### src/hdl/scf_pkg.sv
`default_nettype none

package scf_pkg;

    localparam int CNT_W  = 7;
    localparam int STEP_W = 5;

    localparam logic [CNT_W-1:0] CNT_SAT = 7'd127;

    localparam logic [7:0] SYNC0   = 8'hF8;
    localparam logic [7:0] SYNC1   = 8'h7D;
    localparam logic [7:0] HDR_TAG = 8'h2E;

    localparam logic [15:0] TIMER_SAT = 16'hFFFF;

    localparam logic [1:0] FN_PAYLOAD = 2'd0;
    localparam logic [1:0] FN_ACK     = 2'd1;
    localparam logic [1:0] FN_TICK    = 2'd2;

    localparam logic CFG_ACK_CODE = 1'b0;
    localparam logic CFG_TIMEOUT  = 1'b1;

    localparam logic [15:0] TIMEOUT_RST = 16'd200;

    typedef logic [STEP_W-1:0] step_t;

    typedef struct packed {
        logic [1:0] func;
        logic [7:0] data_byte;
        logic       last;
    } req_t;

    typedef struct packed {
        logic [7:0] out_byte;
        logic       out_last;
        logic [2:0] status;
    } rsp_t;

    typedef enum logic [2:0] {
        ST_BYTE    = 3'd0,
        ST_ACK_OK  = 3'd1,
        ST_ACK_BAD = 3'd2,
        ST_TIMEOUT = 3'd3,
        ST_REJECT  = 3'd4
    } status_t;

    typedef enum logic [2:0] {
        A_NONE,
        A_LOAD,
        A_IDX_CLR,
        A_IDX_INC,
        A_FINISH,
        A_CLR_LOADER,
        A_CLR_WAIT,
        A_TICK
    } act_t;

    typedef enum logic [3:0] {
        E_ZERO,
        E_SYNC0,
        E_SYNC1,
        E_LEN,
        E_TAG,
        E_RAM,
        E_C1,
        E_C2,
        E_DATA
    } emit_t;

    typedef enum logic [3:0] {
        C_NEVER,
        C_ALWAYS,
        C_NSTART,
        C_PAY,
        C_ACK,
        C_TICK,
        C_NLAST,
        C_OVL,
        C_MORE,
        C_NTIMEOUT
    } cond_t;

    typedef struct packed {
        act_t    act;
        emit_t   emit;
        logic    strobe;
        logic    last;
        status_t status;
        cond_t   cond;
        step_t   target;
    } ucode_t;

    typedef struct packed {
        logic pay;
        logic ack;
        logic tick;
        logic nlast;
        logic ovl;
        logic more;
        logic ntimeout;
    } dp_flags_t;

    localparam step_t P_IDLE  = 5'd0;
    localparam step_t P_TPAY  = 5'd1;
    localparam step_t P_TACK  = 5'd2;
    localparam step_t P_TTICK = 5'd3;
    localparam step_t P_IGN   = 5'd4;
    localparam step_t P_LOAD  = 5'd5;
    localparam step_t P_TOVL  = 5'd6;
    localparam step_t P_SYNC0 = 5'd7;
    localparam step_t P_SYNC1 = 5'd8;
    localparam step_t P_LEN   = 5'd9;
    localparam step_t P_TAG   = 5'd10;
    localparam step_t P_PAY   = 5'd11;
    localparam step_t P_C1    = 5'd12;
    localparam step_t P_C2    = 5'd13;
    localparam step_t P_REJ   = 5'd14;
    localparam step_t P_ACK   = 5'd15;
    localparam step_t P_TICK  = 5'd16;
    localparam step_t P_TCHK  = 5'd17;
    localparam step_t P_TOUT  = 5'd18;
    localparam step_t P_LAST  = P_TOUT;

    function automatic ucode_t uw(act_t a, emit_t e, logic s, logic l, status_t st,
                                  cond_t c, step_t t);
        ucode_t w;
        w.act    = a;
        w.emit   = e;
        w.strobe = s;
        w.last   = l;
        w.status = st;
        w.cond   = c;
        w.target = t;
        return w;
    endfunction

    function automatic ucode_t scf_rom(step_t s);
        ucode_t w;
        case (s)
            P_IDLE:  w = uw(A_NONE, E_ZERO, 1'b0, 1'b0, ST_BYTE, C_NSTART, P_IDLE);
            P_TPAY:  w = uw(A_NONE, E_ZERO, 1'b0, 1'b0, ST_BYTE, C_PAY, P_LOAD);
            P_TACK:  w = uw(A_NONE, E_ZERO, 1'b0, 1'b0, ST_BYTE, C_ACK, P_ACK);
            P_TTICK: w = uw(A_NONE, E_ZERO, 1'b0, 1'b0, ST_BYTE, C_TICK, P_TICK);
            P_IGN:   w = uw(A_NONE, E_ZERO, 1'b0, 1'b0, ST_BYTE, C_ALWAYS, P_IDLE);
            P_LOAD:  w = uw(A_LOAD, E_ZERO, 1'b0, 1'b0, ST_BYTE, C_NLAST, P_IDLE);
            P_TOVL:  w = uw(A_NONE, E_ZERO, 1'b0, 1'b0, ST_BYTE, C_OVL, P_REJ);
            P_SYNC0: w = uw(A_NONE, E_SYNC0, 1'b1, 1'b0, ST_BYTE, C_NEVER, P_IDLE);
            P_SYNC1: w = uw(A_NONE, E_SYNC1, 1'b1, 1'b0, ST_BYTE, C_NEVER, P_IDLE);
            P_LEN:   w = uw(A_NONE, E_LEN, 1'b1, 1'b0, ST_BYTE, C_NEVER, P_IDLE);
            P_TAG:   w = uw(A_IDX_CLR, E_TAG, 1'b1, 1'b0, ST_BYTE, C_NEVER, P_IDLE);
            P_PAY:   w = uw(A_IDX_INC, E_RAM, 1'b1, 1'b0, ST_BYTE, C_MORE, P_PAY);
            P_C1:    w = uw(A_NONE, E_C1, 1'b1, 1'b0, ST_BYTE, C_NEVER, P_IDLE);
            P_C2:    w = uw(A_FINISH, E_C2, 1'b1, 1'b1, ST_BYTE, C_ALWAYS, P_IDLE);
            P_REJ:   w = uw(A_CLR_LOADER, E_ZERO, 1'b1, 1'b0, ST_REJECT, C_ALWAYS, P_IDLE);
            P_ACK:   w = uw(A_CLR_WAIT, E_DATA, 1'b1, 1'b0, ST_ACK_OK, C_ALWAYS, P_IDLE);
            P_TICK:  w = uw(A_TICK, E_ZERO, 1'b0, 1'b0, ST_BYTE, C_NEVER, P_IDLE);
            P_TCHK:  w = uw(A_NONE, E_ZERO, 1'b0, 1'b0, ST_BYTE, C_NTIMEOUT, P_IDLE);
            P_TOUT:  w = uw(A_CLR_WAIT, E_ZERO, 1'b1, 1'b0, ST_TIMEOUT, C_ALWAYS, P_IDLE);
            default: w = uw(A_NONE, E_ZERO, 1'b0, 1'b0, ST_BYTE, C_ALWAYS, P_IDLE);
        endcase
        return w;
    endfunction

endpackage

`default_nettype wire

### src/hdl/scf_ram.sv
`default_nettype none

module scf_ram #(
    parameter int WIDTH = 8,
    parameter int DEPTH = 32
) (
    input  wire logic                                     clk,
    input  wire logic                                     we,
    input  wire logic [((DEPTH > 1) ? $clog2(DEPTH) : 1)-1:0] waddr,
    input  wire logic [WIDTH-1:0]                         wdata,
    input  wire logic [((DEPTH > 1) ? $clog2(DEPTH) : 1)-1:0] raddr,
    output logic      [WIDTH-1:0]                         rdata
);

    logic [WIDTH-1:0] mem [DEPTH];

    always_ff @(posedge clk)
    begin
        if (we)
        begin
            mem[waddr] <= wdata;
        end
        rdata <= mem[raddr];
    end

endmodule

`default_nettype wire

### src/hdl/scf_seq.sv
`default_nettype none

module scf_seq
    import scf_pkg::*;
(
    input  wire logic      clk,
    input  wire logic      rst_n,
    input  wire logic      start,
    input  wire dp_flags_t flags,
    output logic           busy,
    output ucode_t         ctl
);

    step_t step_reg;
    step_t step_next;
    logic  take;

    assign ctl  = scf_rom(step_reg);
    assign busy = (step_reg != P_IDLE);

    always_comb
    begin
        case (ctl.cond)
            C_NEVER:    take = 1'b0;
            C_ALWAYS:   take = 1'b1;
            C_NSTART:   take = !start;
            C_PAY:      take = flags.pay;
            C_ACK:      take = flags.ack;
            C_TICK:     take = flags.tick;
            C_NLAST:    take = flags.nlast;
            C_OVL:      take = flags.ovl;
            C_MORE:     take = flags.more;
            C_NTIMEOUT: take = flags.ntimeout;
            default:    take = 1'b1;
        endcase
    end

    always_comb
    begin
        if (take)
        begin
            step_next = ctl.target;
        end
        else
        begin
            step_next = step_reg + 1'b1;
        end
    end

    always_ff @(posedge clk or negedge rst_n)
    begin
        if (!rst_n)
        begin
            step_reg <= P_IDLE;
        end
        else
        begin
            step_reg <= step_next;
        end
    end

`ifndef SYNTHESIS
    a_step_range: assert property (@(posedge clk) disable iff (!rst_n)
        step_reg <= P_LAST)
        else $error("step counter left the program");
`endif

endmodule

`default_nettype wire

### src/hdl/scf_dp.sv
`default_nettype none

module scf_dp
    import scf_pkg::*;
#(
    parameter int MAX_PAYLOAD = 32
) (
    input  wire logic        clk,
    input  wire logic        rst_n,
    input  wire logic        accept,
    input  wire req_t        req,
    input  wire logic        cfg_we,
    input  wire logic        cfg_addr,
    input  wire logic [15:0] cfg_wdata,
    input  wire ucode_t      ctl,
    output dp_flags_t        flags,
    output logic             rsp_strobe,
    output rsp_t             rsp
);

    localparam int AW = (MAX_PAYLOAD > 1) ? $clog2(MAX_PAYLOAD) : 1;
    localparam logic [CNT_W-1:0] MAX_CNT = CNT_W'(MAX_PAYLOAD);

    req_t             item_reg;
    logic [7:0]       ack_code_reg;
    logic [15:0]      timeout_reg;
    logic [CNT_W-1:0] count_reg;
    logic [CNT_W-1:0] count_next;
    logic [7:0]       sum_reg;
    logic [7:0]       sum_next;
    logic             ovl_reg;
    logic             ovl_next;
    logic             wait_reg;
    logic             wait_next;
    logic [15:0]      timer_reg;
    logic [15:0]      timer_next;
    logic [CNT_W-1:0] idx_reg;
    logic [CNT_W-1:0] idx_next;
    rsp_t             rsp_reg;
    rsp_t             rsp_next;
    logic             strobe_reg;

    logic             room;
    logic             ram_we;
    logic [AW-1:0]    ram_raddr;
    logic [7:0]       ram_rdata;
    logic [7:0]       c1;
    logic [7:0]       c2;
    logic [7:0]       len_byte;

    assign room = (count_reg < MAX_CNT);
    assign ram_we = (ctl.act == A_LOAD) && room;
    assign ram_raddr = (idx_next < MAX_CNT) ? idx_next[AW-1:0] : '0;

    scf_ram #(
        .WIDTH(8),
        .DEPTH(MAX_PAYLOAD)
    ) u_store (
        .clk  (clk),
        .we   (ram_we),
        .waddr(count_reg[AW-1:0]),
        .wdata(item_reg.data_byte),
        .raddr(ram_raddr),
        .rdata(ram_rdata)
    );

    assign len_byte = {1'b0, count_reg} + 8'd2;
    assign c1 = ~sum_reg;
    assign c2 = len_byte + HDR_TAG + sum_reg + c1;

    always_comb
    begin
        flags.pay      = (item_reg.func == FN_PAYLOAD) && !wait_reg;
        flags.ack      = (item_reg.func == FN_ACK) && wait_reg;
        flags.tick     = (item_reg.func == FN_TICK) && wait_reg;
        flags.nlast    = !item_reg.last;
        flags.ovl      = ovl_reg;
        flags.more     = ({1'b0, idx_reg} + 8'd1) < {1'b0, count_reg};
        flags.ntimeout = (timer_reg < timeout_reg);
    end

    always_comb
    begin
        count_next = count_reg;
        sum_next   = sum_reg;
        ovl_next   = ovl_reg;
        wait_next  = wait_reg;
        timer_next = timer_reg;
        idx_next   = idx_reg;
        case (ctl.act)
            A_NONE:
            begin
            end
            A_LOAD:
            begin
                if (room)
                begin
                    sum_next = sum_reg + item_reg.data_byte;
                end
                else
                begin
                    ovl_next = 1'b1;
                end
                if (count_reg < CNT_SAT)
                begin
                    count_next = count_reg + 1'b1;
                end
            end
            A_IDX_CLR:
            begin
                idx_next = '0;
            end
            A_IDX_INC:
            begin
                idx_next = idx_reg + 1'b1;
            end
            A_FINISH:
            begin
                count_next = '0;
                sum_next   = '0;
                ovl_next   = 1'b0;
                wait_next  = 1'b1;
                timer_next = '0;
            end
            A_CLR_LOADER:
            begin
                count_next = '0;
                sum_next   = '0;
                ovl_next   = 1'b0;
            end
            A_CLR_WAIT:
            begin
                wait_next  = 1'b0;
                timer_next = '0;
            end
            A_TICK:
            begin
                if (timer_reg < TIMER_SAT)
                begin
                    timer_next = timer_reg + 1'b1;
                end
            end
            default:
            begin
            end
        endcase
    end

    always_comb
    begin
        rsp_next.out_last = ctl.last;
        rsp_next.status   = ctl.status;
        if ((ctl.status == ST_ACK_OK) && (item_reg.data_byte != ack_code_reg))
        begin
            rsp_next.status = ST_ACK_BAD;
        end
        case (ctl.emit)
            E_ZERO:  rsp_next.out_byte = 8'd0;
            E_SYNC0: rsp_next.out_byte = SYNC0;
            E_SYNC1: rsp_next.out_byte = SYNC1;
            E_LEN:   rsp_next.out_byte = len_byte;
            E_TAG:   rsp_next.out_byte = HDR_TAG;
            E_RAM:   rsp_next.out_byte = ram_rdata;
            E_C1:    rsp_next.out_byte = c1;
            E_C2:    rsp_next.out_byte = c2;
            E_DATA:  rsp_next.out_byte = item_reg.data_byte;
            default: rsp_next.out_byte = 8'd0;
        endcase
    end

    always_ff @(posedge clk)
    begin
        if (accept)
        begin
            item_reg <= req;
        end
        rsp_reg <= rsp_next;
    end

    always_ff @(posedge clk or negedge rst_n)
    begin
        if (!rst_n)
        begin
            ack_code_reg <= 8'd0;
            timeout_reg  <= TIMEOUT_RST;
            count_reg    <= '0;
            sum_reg      <= '0;
            ovl_reg      <= 1'b0;
            wait_reg     <= 1'b0;
            timer_reg    <= '0;
            idx_reg      <= '0;
            strobe_reg   <= 1'b0;
        end
        else
        begin
            if (cfg_we && (cfg_addr == CFG_ACK_CODE))
            begin
                ack_code_reg <= cfg_wdata[7:0];
            end
            if (cfg_we && (cfg_addr == CFG_TIMEOUT))
            begin
                timeout_reg <= cfg_wdata;
            end
            count_reg  <= count_next;
            sum_reg    <= sum_next;
            ovl_reg    <= ovl_next;
            wait_reg   <= wait_next;
            timer_reg  <= timer_next;
            idx_reg    <= idx_next;
            strobe_reg <= ctl.strobe;
        end
    end

    assign rsp_strobe = strobe_reg;
    assign rsp        = rsp_reg;

`ifndef SYNTHESIS
    a_last_sets_wait: assert property (@(posedge clk) disable iff (!rst_n)
        (strobe_reg && rsp_reg.out_last) |-> wait_reg)
        else $error("frame ended without arming the acknowledge wait");

    a_count_bound: assert property (@(posedge clk) disable iff (!rst_n)
        !ovl_reg |-> (count_reg <= MAX_CNT))
        else $error("payload count passed the store depth without overflow mark");

    a_idx_bound: assert property (@(posedge clk) disable iff (!rst_n)
        (ctl.emit == E_RAM) |-> (idx_reg < count_reg))
        else $error("payload read past the loaded length");
`endif

endmodule

`default_nettype wire

### src/hdl/serial_command_framer_with_ack.sv
// Serial command framer with acknowledge.
// A request is taken at a rising edge where start is high and busy is low.
// A request carries func, data_byte and last: payload bytes are stored until
// one is marked last, acknowledge requests close the wait that follows a
// frame and tick requests close it when it times out. After the taking edge
// busy stays high until the sequencer has handled the request; the next
// request can be taken at the edge that ends the first cycle with busy low.
// A last byte starts a frame of L+6 bytes, one per cycle on rsp with
// rsp_strobe, that ends with out_last set; busy stays high while the frame
// bytes are produced. The control program runs one step per cycle and every
// result is registered once before it reaches rsp.
// Status results (ack ok, wrong ack, timeout, rejected) appear on rsp with
// out_last low.
// Every result stands on rsp for exactly one cycle; the receiver cannot
// stall the block and must take each result when rsp_strobe is high.
// The user writes ack_code (index 0) and timeout_ticks (index 1) via cfg_we,
// cfg_addr, cfg_wdata only while the block is idle, unchecked by the block.
// Reset sets them to 0 and 200, clears the loader and the acknowledge wait.
`default_nettype none

module serial_command_framer_with_ack
    import scf_pkg::*;
#(
    parameter int MAX_PAYLOAD = 32
) (
    input  wire logic        clk,
    input  wire logic        rst_n,
    input  wire logic        start,
    output logic             busy,
    input  wire req_t        req,
    input  wire logic        cfg_we,
    input  wire logic        cfg_addr,
    input  wire logic [15:0] cfg_wdata,
    output logic             rsp_strobe,
    output rsp_t             rsp
);

    ucode_t    ctl;
    dp_flags_t flags;
    logic      accept;

    assign accept = start && !busy;

    scf_seq u_seq (
        .clk  (clk),
        .rst_n(rst_n),
        .start(start),
        .flags(flags),
        .busy (busy),
        .ctl  (ctl)
    );

    scf_dp #(
        .MAX_PAYLOAD(MAX_PAYLOAD)
    ) u_dp (
        .clk       (clk),
        .rst_n     (rst_n),
        .accept    (accept),
        .req       (req),
        .cfg_we    (cfg_we),
        .cfg_addr  (cfg_addr),
        .cfg_wdata (cfg_wdata),
        .ctl       (ctl),
        .flags     (flags),
        .rsp_strobe(rsp_strobe),
        .rsp       (rsp)
    );

endmodule

`default_nettype wire

### config.mk
export PLATFORM = sky130hd
export DESIGN_NAME = serial_command_framer_with_ack
export DESIGN_NICKNAME = d
export VERILOG_FILES = /design/src/hdl/scf_pkg.sv /design/src/hdl/scf_ram.sv /design/src/hdl/scf_seq.sv /design/src/hdl/scf_dp.sv /design/src/hdl/serial_command_framer_with_ack.sv
export SDC_FILE = /design/constraint.sdc
export NUM_CORES = 1
export LEC_CHECK = 0
export ABC_AREA = 1
export BUFFER_PORTS_ARGS = -buffer_cell sky130_fd_sc_hd__buf_2
export CAP_MARGIN = 25
export CORE_UTILIZATION = 60
export CTS_CLUSTER_SIZE = 16
export DETAILED_ROUTE_END_ITERATION = 8
export PLACE_DENSITY = 0.78
export SYNTH_ARGS = -nofsm -noshare
export SYNTH_HDL_FRONTEND = slang
export SYNTH_SLANG_ARGS = --single-unit
### constraint.sdc
create_clock -name clk -period 3.5 [get_ports clk]
set_input_delay 0.35 -clock clk [delete_from_list [all_inputs] [get_ports clk]]
set_output_delay 0.35 -clock clk [all_outputs]
set_load 0.02 [all_outputs]
# == Yosys cells after proc, flatten, opt, wreduce, memory -nomap -nowiden ==
# Memory sizes are Yosys's and may differ from the RTL's. A register that Yosys moved wholly into a read port is not among the register bits.
# Index checks and enable logic that the tools add are counted.
# Widths: inputs -> output; s select.
# op_classes
n_mux,16
addsub,10
n_eq_ne,31
n_lt_le_gt_ge,6
reduce_logical,24
n_bitwise,2
# ops
op,n
$pmux 8 s8,1
$eq 4x3->1 const B,8
$pmux 16 s2,1
$pmux 7 s2,2
$add 8x8->8,3
$add 16x1->16 const B,1
$eq 4x2->1 const B,4
$lt 16x16->1,1
$lt 16x16->1 const B,1
$mux 16,1
$pmux 8 s2,1
$add 7x1->7 const B,2
$lt 7x6->1 const B,2
$eq 3x3->1 const B,4
$eq 4x4->1 const B,3
$mux 5,2
$pmux 1 s9,1
$add 7x1->8 const B,1
$add 7x2->8 const B,1
$add 8x6->8 const B,1
$logic_and 1x1->1,8
$lt 8x7->1,1
$mux 8,1
$ne 8x8->1,1
21 further kinds,37
# word_totals
mem_bits_rw,256
ff_bits,93
n_memories,2
in_bits,32
romBits,672
output_inout_bits,14
# memory_table
name,depth,word_bits,read_ports,rd_ports_with_merged_regs,write_ports,line_no,rtl
(no name shown),32,21,1,0,0,scf_pkg.sv:139,case (s)
u_dp.u_store.mem,32,8,1,1,1,scf_ram.sv:15,logic [WIDTH-1:0] mem [DEPTH];

# == Logic depth before layout (Yosys ltp) ==
# Gate-level depths: netlist of run 1.
# logic_depth
word_depth,5
ltp_mapped,23

# == Cells and area by module ==
# From an unflattened synthesis of run 1, not the netlist that was laid out.
# unflattened
cells_unflattened,1703
hier_area_um2,16938.7
# modules_own_cells
module,cells_per_inst,area_each_um2,n_inst
scf_ram,922,10786.6,1
scf_dp,652,5216.3,1
scf_seq,127,925.9,1
serial_command_framer_with_ack,2,10.0,1

# == Worst setup path after synthesis of run 1 ==
# No wires, ideal clock.
# synth_timing
path_kind,register to register
start,reg u_dp.count_reg[3]
end,reg u_dp.rsp_reg (netlist bit u_dp.rsp[11])
synth_period_minus_slack_ps,2886
path_slack_ps,614
stages_incl_launch_ff,18
t_arrival_ps,2757
n_path_buf,1
cell_sequence,dfrtp_1 > clkbuf_1 > nand2_1 > nor2_1 > inv_1 > nor3_1 > xor2_1 > inv_1 > ha_1 > xor2_1 > ha_1 > ha_1 > inv_1 > a21oi_1 > nor2_1 > a21oi_1 > o21ai_0 > nand4_1
# synth_rtl
item,line_no,rtl
"start, declared",scf_dp.sv:27,logic [CNT_W-1:0] count_reg;
"start signal, assigned",scf_dp.sv:204,count_reg <= count_next;
"end signal, assigned",scf_dp.sv:177,rsp_reg <= rsp_next;
"end, declared",scf_dp.sv:39,rsp_t rsp_reg;

==> impl_metrics.env, run 1 <==
export IMPL_clock_tree_root_cell="clkbuf_16"
export IMPL_rows=62
export IMPL_post_cts_resized=0
export IMPL_drv_cap=0
export IMPL_antenna_found_initial=0
export IMPL_skew_ps=12.0
export IMPL_grt_pass1_wl_mm=69.2
export IMPL_start_util_pct=61.2
export IMPL_syn_nets=1903
export IMPL_postRouteAntennaNets=0
export IMPL_clock_sinks=357
export IMPL_finalCritPeriodShare_pct=94.4
export IMPL_yosysUniqueCellTypes=51
export IMPL_critPathArrivalTime_ps=3710
export IMPL_track_usage_pct=29.7
export IMPL_fin_tns_setup_ps=0
export IMPL_rsz0062_at_grt="false"
export IMPL_yosys_top_cells_count="nand2_1 (292), edfxtp_1 (267), nand3_1 (239), inv_1 (227), nor2_1 (225)"
export IMPL_drc=0
export IMPL_numCtsBuffers=37
export IMPL_cts_max_level=2
export IMPL_cpPeakStageDelay_ps=500
export IMPL_power_w=0.0118
export IMPL_path_depth=14
export IMPL_critPathRequiredTime_ps=3900
export IMPL_synth_most_common_cell="nand2_1"
export IMPL_m1WireLength_mm=17.2
export IMPL_worstPathCellList="inv_1, nor2_1, xor2_1, ha_1, xor2_1, ha_1, ha_1, inv_1, o21ai_0, nand2_1, a21oi_1, nor2_1, o21ai_0, nand4_1"
export IMPL_max_freq_mhz=303
export IMPL_setup_violations=0
export IMPL_slew_viol_final=0
export IMPL_fp_dieW_um=173
export IMPL_synthesis_instances=1808
export IMPL_max_slew_margin_pct=40.0
export IMPL_ys_seq_area_share_pct=57.8
export IMPL_p_leak_nw=8.36
export IMPL_multi_input_area_mm2=0.00611
export IMPL_syn_area_mm2=0.0176
export IMPL_diodes=0
export IMPL_grt_pass1_vias=13100
export IMPL_hold_buffers=10
export IMPL_gp_congestion=0.939
export IMPL_routed_wl_mm=43.9
export IMPL_synth_area_per_cell_um2=9.74
export IMPL_filler_cell_count=2239
export IMPL_met2WireLength_mm=21.1
export IMPL_grt_start_max_net_pins=73
export IMPL_endpoint="u_dp.rsp[11]"
export IMPL_timing_hold_ws_ps=12.3
export IMPL_top_layer_used="met4"
export IMPL_reg2reg_slack_ps=200
export IMPL_slowest_stage="dfrtp_1"
export IMPL_globalRouteOverflowTotal=0
export IMPL_cts_setup_buffers=0
export IMPL_crit_start="u_dp.count_reg[1]"
export IMPL_start_kind="flip-flop"
export IMPL_area_growth_pct=12.2
export IMPL_final_nets=1996
export IMPL_p_per_area_mw_per_mm2=599
export IMPL_vias_per_cell=5.75
export IMPL_synth_flop_cell="edfxtp_1"
export IMPL_async_reset_ff_share_pct=19.6
export IMPL_timing_rr_start="u_dp.count_reg[1]"
export IMPL_port_buffers=45
export IMPL_critPathKind="flip-flop to flip-flop"
export IMPL_synth_warning_count=0
export IMPL_synth_seq_cells=357
export IMPL_core_area_mm2=0.0288
export IMPL_yosysTopAreaCellShare_pct=45.5
export IMPL_worst_r2r_path_depth=14
export IMPL_cts_tree="built"
export IMPL_min_path_type="primary input to flip-flop"
export IMPL_synth_area_leader_cell="edfxtp_1"
export IMPL_worstMarginPinSlew_ps=898
export IMPL_synth_area_leaders="edfxtp_1 (46%), dfrtp_1 (9.5%), nand3_1 (6.8%)"
export IMPL_r2r_end="u_dp.rsp[11]"
export IMPL_seq_area_mm2=0.0102
export IMPL_status="complete, no violations"
export IMPL_clk_pin_slew_ps=60
export IMPL_pin_count=46
export IMPL_critPathMaxFanout=8
export IMPL_largest_register_ffs=256
export IMPL_timing_final_crit_period_ps=3300
export IMPL_clock_path_buffers=3
export IMPL_die_area_mm2=0.0300
export IMPL_ir_drop_v=0.000582
export IMPL_drive_gt1_share_pct=11.4
export IMPL_cpMostUsedCell="ha_1"
export IMPL_wire_per_inst_um=19.0
export IMPL_via_count=13300
export IMPL_clkLatencyLatePin_ps=530
export IMPL_critPathTopFamily="adder cells"
export IMPL_route_met3_wl_mm=3.61
export IMPL_die_y_um=173
export IMPL_finalHoldViolations=0
export IMPL_place_hpwl_mm=29.0
export IMPL_synth_edf_count=267
export IMPL_initialDrtViolationCount=1429
export IMPL_end_kind="flip-flop"
export IMPL_worstPathBufferInverterCount=2
export IMPL_dr_pass1_iters=6
-- layer usage --
layer  global-route usage [%]  up-vias
li1                         -     6253
met1                     37.9     6307
met2                     49.6      587
met3                     5.72      134
met4                     12.7        0
met5                        0        -
-- report_power, final --
group          leakage (nW)  switching (W)  internal (W)  total, W
Combinational          4.32        0.00199      0.000918   0.00291
Sequential             3.47       0.000223       0.00488   0.00511
Clock                 0.569        0.00160       0.00223   0.00383
Total                  8.36        0.00381       0.00803    0.0118
-- cell usage in the layout, fill, tap and decap left out, drive strengths merged, types with 12 or more instances in the layout --
master  synthesis  routed
nand3b         72      72
o21ai          64      64
xor2           19      19
dfxtp          20      20
clkbuf          8      54
buf            65     117
inv           233     233
ha             61      61
nand3         243     243
nor2          246     246
nor3           14      14
nand4          12      12
a21oi          45      45
nand2         301     301
edfxtp        267     267
dfrtp          67      67
-- worst min-delay path by stage --
stage	from	depth (start not counted)	slack, ps	endpoint
floorplan	rst_n	0	50	u_dp.ack_code_reg[0]
global placement	rst_n	1	390	u_seq.step_reg[2]
detailed placement	rst_n	1	380	u_seq.step_reg[2]
CTS	req[5]	1	2	u_dp.item_reg[5]
global route	req[5]	1	4	u_dp.item_reg[5]
finish	req[5]	1	10	u_dp.item_reg[5]
-- final cells by class --
cell class / instances / area share [%]
clock buffers: 54 / 5.32
multi-input cells: 1143 / 30.9
inverters: 235 / 4.48
flip-flops and latches: 357 / 51.5
well taps: 384 / 2.43
clock inverters: 11 / 0.589
repair buffers: 127 / 4.76
-- stage by stage --
| step | setup WS [ps] | utilization [%] | cells | area [um2] |
|---|---|---|---|---|
| finish | 195 | 68.7 | 2311 | 19800 |
| global route | 10.5 | 68.7 | 2311 | 19800 |
| CTS | 245 | 68.7 | 2311 | 19800 |
| detailed placement | 313 | 64.3 | 2236 | 18500 |
| global placement | 393 | 64.3 | 2236 | 18500 |
| floorplan | 614 | - | 1808 | 17600 |
-- worst reg2reg max path: cells and delay by family (launching register included) --
kind	cells	cell delay, ps
xor gates and xnor gates	2	560
and+or+nand+nor	4	450
buffers and inverters	2	260
AOI/OAI and AO/OA	3	490
DFF	1	500
adders and majority gates	3	920
-- cell families (layout without fill, tap and decap cells) --
family,count (synthesis),in the layout,share of synthesized area [%]
buffers and inverters,308,427,7.53
XOR/XNOR,30,30,1.49
AO/OA/AOI/OAI,155,155,5.08
flip-flops,357,357,57.8
AND/OR/NAND/NOR,895,895,23.5
adder cells (fa/ha/maj),63,63,4.56
No activity file was read; power rests on OpenSTA's default activity.
==> run 2, diff against run 1 <==
--- a/config.mk
+++ b/config.mk
@@ -8,10 +8,10 @@
 export ABC_AREA = 1
 export BUFFER_PORTS_ARGS = -buffer_cell sky130_fd_sc_hd__buf_2
 export CAP_MARGIN = 25
-export CORE_UTILIZATION = 60
+export CORE_UTILIZATION = 25
 export CTS_CLUSTER_SIZE = 16
 export DETAILED_ROUTE_END_ITERATION = 8
-export PLACE_DENSITY = 0.78
+export PLACE_DENSITY = 0.4
 export SYNTH_ARGS = -nofsm -noshare
 export SYNTH_HDL_FRONTEND = slang
 export SYNTH_SLANG_ARGS = --single-unit
==> impl_metrics.env, run 2 (synthesized netlist as in run 1, its figures left out) <==
export IMPL_drc=0
export IMPL_largest_register_ffs=256
export IMPL_cts_max_level=2
export IMPL_wire_per_inst_um=18.3
export IMPL_core_area_mm2=0.0692
export IMPL_critPathArrivalTime_ps=3660
export IMPL_worstMarginPinSlew_ps=970
export IMPL_skew_ps=37.9
export IMPL_cts_tree="built"
export IMPL_critPathRequiredTime_ps=3940
export IMPL_cts_setup_buffers=0
export IMPL_layout_common_cells="nand2_1 (290), edfxtp_1 (267), nand3_1 (239)"
export IMPL_setup_violations=0
export IMPL_slew_viol_final=0
export IMPL_end_kind="flip-flop"
export IMPL_final_nets=2024
export IMPL_drv_cap=0
export IMPL_clkLatencyLatePin_ps=580
export IMPL_area_growth_pct=19.5
export IMPL_start_kind="flip-flop"
export IMPL_grt_pass1_wl_mm=80.8
export IMPL_fin_tns_setup_ps=0
export IMPL_clock_tree_root_cell="clkbuf_16"
export IMPL_numCtsBuffers=44
export IMPL_p_leak_nw=8.63
export IMPL_port_buffers=45
export IMPL_die_area_mm2=0.0715
export IMPL_rsz0062_at_grt="false"
export IMPL_final_common_cell="nand2_1"
export IMPL_fp_dieW_um=267
export IMPL_pin_count=46
export IMPL_status="complete, no violations"
export IMPL_globalRouteOverflowTotal=0
export IMPL_routed_wl_mm=52.9
export IMPL_postRouteAntennaNets=0
export IMPL_ir_drop_v=0.000453
export IMPL_min_path_type="primary input to flip-flop"
export IMPL_rows=96
export IMPL_place_hpwl_mm=34.8
export IMPL_timing_hold_ws_ps=32.2
export IMPL_dr_pass1_iters=5
export IMPL_vias_per_cell=4.46
export IMPL_initialDrtViolationCount=859
export IMPL_antenna_found_initial=0
export IMPL_drive_gt1_share_pct=12.8
export IMPL_clock_path_buffers=3
export IMPL_grt_pass1_vias=13000
export IMPL_grt_start_max_net_pins=106
export IMPL_clock_sinks=357
export IMPL_finalHoldViolations=0
export IMPL_finalCritPeriodShare_pct=91.9
export IMPL_gp_congestion=0.855
export IMPL_clk_pin_slew_ps=60
export IMPL_die_y_um=267
export IMPL_start_util_pct=25.4
export IMPL_filler_cell_count=7306
export IMPL_diodes=0
export IMPL_track_usage_pct=15.0
export IMPL_critPathMaxFanout=50
export IMPL_timing_final_crit_period_ps=3210
export IMPL_p_per_area_mw_per_mm2=612
export IMPL_max_slew_margin_pct=34.8
export IMPL_via_count=12900
export IMPL_max_freq_mhz=311
export IMPL_power_w=0.0129
export IMPL_multi_input_area_mm2=0.00614
export IMPL_critPathKind="flip-flop to flip-flop"
export IMPL_seq_area_mm2=0.0102
[run 2: critical path, stage by stage, from the launching register on]
cell     delay, ps
dfrtp_1        420
inv_1          180
ha_1           240
inv_1           60
nand3_2         70
nand2_2        110
nor2_8         210
inv_2           90
nand2_1         80
nand2_2        100
nor2_8         180
buf_12         270
buf_4          290
nand3_1        100
nand3_1        200
nand3_1        140
nand3_1        130
nand2_1         60
nand2_1         50
nand2_1         50
[run 2: area by class of cell]
cell class | instances | share of cell area (%)
Sequential cell | 357 | 48.4
Multi-Input combinational cell | 1143 | 29.2
Clock buffer | 59 | 5.94
Timing Repair Buffer | 148 | 5.56
Tap cell | 931 | 5.54
Inverter | 235 | 4.21
Clock inverter | 23 | 1.22
[run 2: final timing paths]
kind,from,endpoint,slack [ps],cells after the start
min in group asynchronous,rst_n,u_dp.timeout_reg[15],120,2
hold / removal,cfg_wdata[13],u_dp.timeout_reg[13],30,3
max in group asynchronous,rst_n,u_dp.count_reg[1],2820,3
hold reg to reg,u_dp.ack_code_reg[3],u_dp.ack_code_reg[3],490,2
setup reg to reg,u_seq.step_reg[0],u_dp.u_store.rdata[6],290,19
setup / recovery,u_seq.step_reg[0],u_dp.u_store.rdata[6],290,19
[run 2: metal layers]
metal	GRT usage, %	up-vias	wire length, um
li1	-	6320	-
met4	4.01	0	1160
met5	0	-	0
met1	21.0	6302	25500
met2	24.1	226	24400
met3	2.17	69	1820
[run 2: report_power, final]
part           internal (W)  switching (W)  total, W
sequential          0.00488       0.000233   0.00512
combinational      0.000944        0.00206   0.00301
clock               0.00288        0.00188   0.00476
[run 2: metrics by stage]
stage / util, % / setup slack, ps / cell area, um2 / instances
floorplan: - / 614 / 17600 / 1808
global placement: 27.9 / 141 / 19300 / 2794
detailed placement: 27.9 / 131 / 19300 / 2794
CTS: 30.3 / 103 / 21000 / 2894
global route: 30.4 / 27.2 / 21000 / 2896
finish: 30.4 / 285 / 21000 / 2896
[run 2: repair_timing]
item | in CTS | in global routing
hold endpoints to repair | 84 | 0
setup endpoints to repair | 0 | 56
gates resized for setup | 0 | 8
hold buffers | 18 | 0
==> run 3, diff against run 2 <==
--- a/config.mk
+++ b/config.mk
@@ -11,7 +11,7 @@
 export CORE_UTILIZATION = 25
 export CTS_CLUSTER_SIZE = 16
 export DETAILED_ROUTE_END_ITERATION = 8
-export PLACE_DENSITY = 0.4
+export PLACE_DENSITY = 0.41
 export SYNTH_ARGS = -nofsm -noshare
 export SYNTH_HDL_FRONTEND = slang
 export SYNTH_SLANG_ARGS = --single-unit
==> constraint.sdc (replaced) <==
create_clock -name clk -period 2.6 [get_ports clk]
set_input_delay 0.26 -clock clk [delete_from_list [all_inputs] [get_ports clk]]
set_output_delay 0.26 -clock clk [all_outputs]
set_load 0.02 [all_outputs]
==> impl_metrics.env, run 3 (synthesized netlist as in run 1, its figures left out) <==
export IMPL_clk_pin_slew_ps=60
export IMPL_max_slew_margin_pct=37.2
export IMPL_clkLatencyLatePin_ps=610
export IMPL_critPathArrivalTime_ps=3280
export IMPL_end_kind="flip-flop"
export IMPL_finalHoldViolations=0
export IMPL_fin_cells=3115
export IMPL_routed_wl_mm=59.1
export IMPL_layout_common_cells="edfxtp_1 (267), nand2_1 (231), inv_1 (205)"
export IMPL_violations="setup timing"
export IMPL_p_per_area_mw_per_mm2=765
export IMPL_place_inst=2914
export IMPL_vias_per_cell=4.52
export IMPL_slew_viol_final=0
export IMPL_initialDrtViolationCount=906
export IMPL_setup_violations=16
export IMPL_timing_final_crit_period_ps=2810
export IMPL_postRouteAntennaNets=0
export IMPL_clock_sinks=357
export IMPL_fp_dieW_um=267
export IMPL_die_y_um=267
export IMPL_postPlaceCellArea_mm2=0.0209
export IMPL_utilization_pct=37.2
export IMPL_via_count=14100
export IMPL_place_hpwl_mm=36.7
export IMPL_diodes=0
export IMPL_critPathMaxFanout=3
export IMPL_wire_per_inst_um=19.0
export IMPL_fin_area_mm2=0.0257
export IMPL_rsz0062_at_grt="true"
export IMPL_largest_register_ffs=256
export IMPL_worstMarginPinSlew_ps=940
export IMPL_start_kind="flip-flop"
export IMPL_p_leak_nw=10.5
export IMPL_gp_congestion=0.855
export IMPL_dr_pass1_iters=5
export IMPL_cts_tree="built"
export IMPL_ir_drop_v=0.000611
export IMPL_finalCritPeriodShare_pct=108
export IMPL_final_common_cell="edfxtp_1"
export IMPL_grt_pass1_vias=14300
export IMPL_track_usage_pct=16.6
export IMPL_clock_tree_root_cell="clkbuf_16"
export IMPL_min_path_type="primary input to async pin"
export IMPL_setup_slack_ps=-207
export IMPL_drc=0
export IMPL_area_growth_pct=46.0
export IMPL_final_nets=2245
export IMPL_core_area_mm2=0.0692
export IMPL_cts_max_level=2
export IMPL_status="finished, violations left"
export IMPL_grt_pass1_wl_mm=88.9
export IMPL_port_buffers=45
export IMPL_critPathRequiredTime_ps=3070
export IMPL_antenna_found_initial=0
export IMPL_rows=96
export IMPL_drive_gt1_share_pct=36.1
export IMPL_pin_count=46
export IMPL_critPathKind="flip-flop to flip-flop"
export IMPL_clock_path_buffers=3
export IMPL_grt_start_max_net_pins=42
export IMPL_numCtsBuffers=43
export IMPL_power_w=0.0197
export IMPL_die_area_mm2=0.0715
export IMPL_skew_ps=51.7
export IMPL_max_freq_mhz=356
export IMPL_start_util_pct=25.4
export IMPL_globalRouteOverflowTotal=0
export IMPL_drv_cap=0
[run 3: cell count changes in the layout (fill, tap and decap cells not counted), moves of 57 or more]
| cell | change |
|---|---|
| nand3_1 | -114 |
| nand3_2 | +101 |
| buf_4 | +91 |
| nor2_1 | -87 |
| nand2_1 | -59 |
| buf_12 | +57 |
[run 3: through the flow]
stage | setup TNS, ps | hold slack (ps) | setup WS, ps
after CTS | -1410 | 191 | -176
final | -1860 | 205 | -207
after global routing | -10240 | 243 | -321
after global placement | -27340 | 299 | -331
after detailed placement | -44650 | 298 | -320
after floorplan | -11370 | -35.6 | -70.7
[run 3: final timing paths]
kind	from	end	slack (ps)	cells past startpoint
worst max-delay path	u_dp.count_reg[3]	u_dp.rsp[10]	-210	15
worst min-delay path	rst_n	u_dp.timeout_reg[9]	200	2
worst max register to register	u_dp.count_reg[3]	u_dp.rsp[10]	-210	15
worst min register to register	u_dp.ack_code_reg[1]	u_dp.ack_code_reg[1]	490	2
max in group asynchronous	rst_n	u_dp.timeout_reg[3]	1750	3
min in group clk	start	u_dp.item_reg[10]	240	4
[run 3: repair_timing]
item,4_1_cts,5_1_grt
gates cloned,19,4
buffers inserted,53,26
gates resized for setup,226,254
endpoints found under the setup margin,282,294
hold buffers,28,0
endpoints found under the hold margin,73,0
pin swaps,75,116
[run 3: critical path, stage by stage, from the launching register on]
cell,delay (ps)
dfrtp_1,420
nand2_4,90
nor2_4,100
inv_2,60
nor3_4,200
xor2_2,250
inv_2,90
ha_4,250
xor2_2,170
ha_1,280
ha_1,290
inv_2,40
buf_4,130
xor2_1,150
nand2_1,70
o2111ai_2,90
[run 3: area by class of cell]
cell class	count	area, um2
inverter	235	896
tap	931	1160
multi-input combinational	1145	7980
clock buffer	64	1200
sequential	357	10200
fill	6897	43500
clock inverter	15	183
timing repair buffer	368	4100
[run 3: metal layers]
metal / global-route usage (%) / vias to the layer above / wire [um]
met5: 0 / - / 0
met4: 4.71 / 0 / 1440
met3: 2.71 / 84 / 2320
met2: 26.8 / 259 / 27600
met1: 22.8 / 6950 / 27700
li1: - / 6779 / -
[run 3: where the power goes]
part / internal, W / switching [W]
clock network: 0.00345 / 0.00254
registers: 0.00658 / 0.000308
logic: 0.00292 / 0.00388
total: 0.0129 / 0.00672
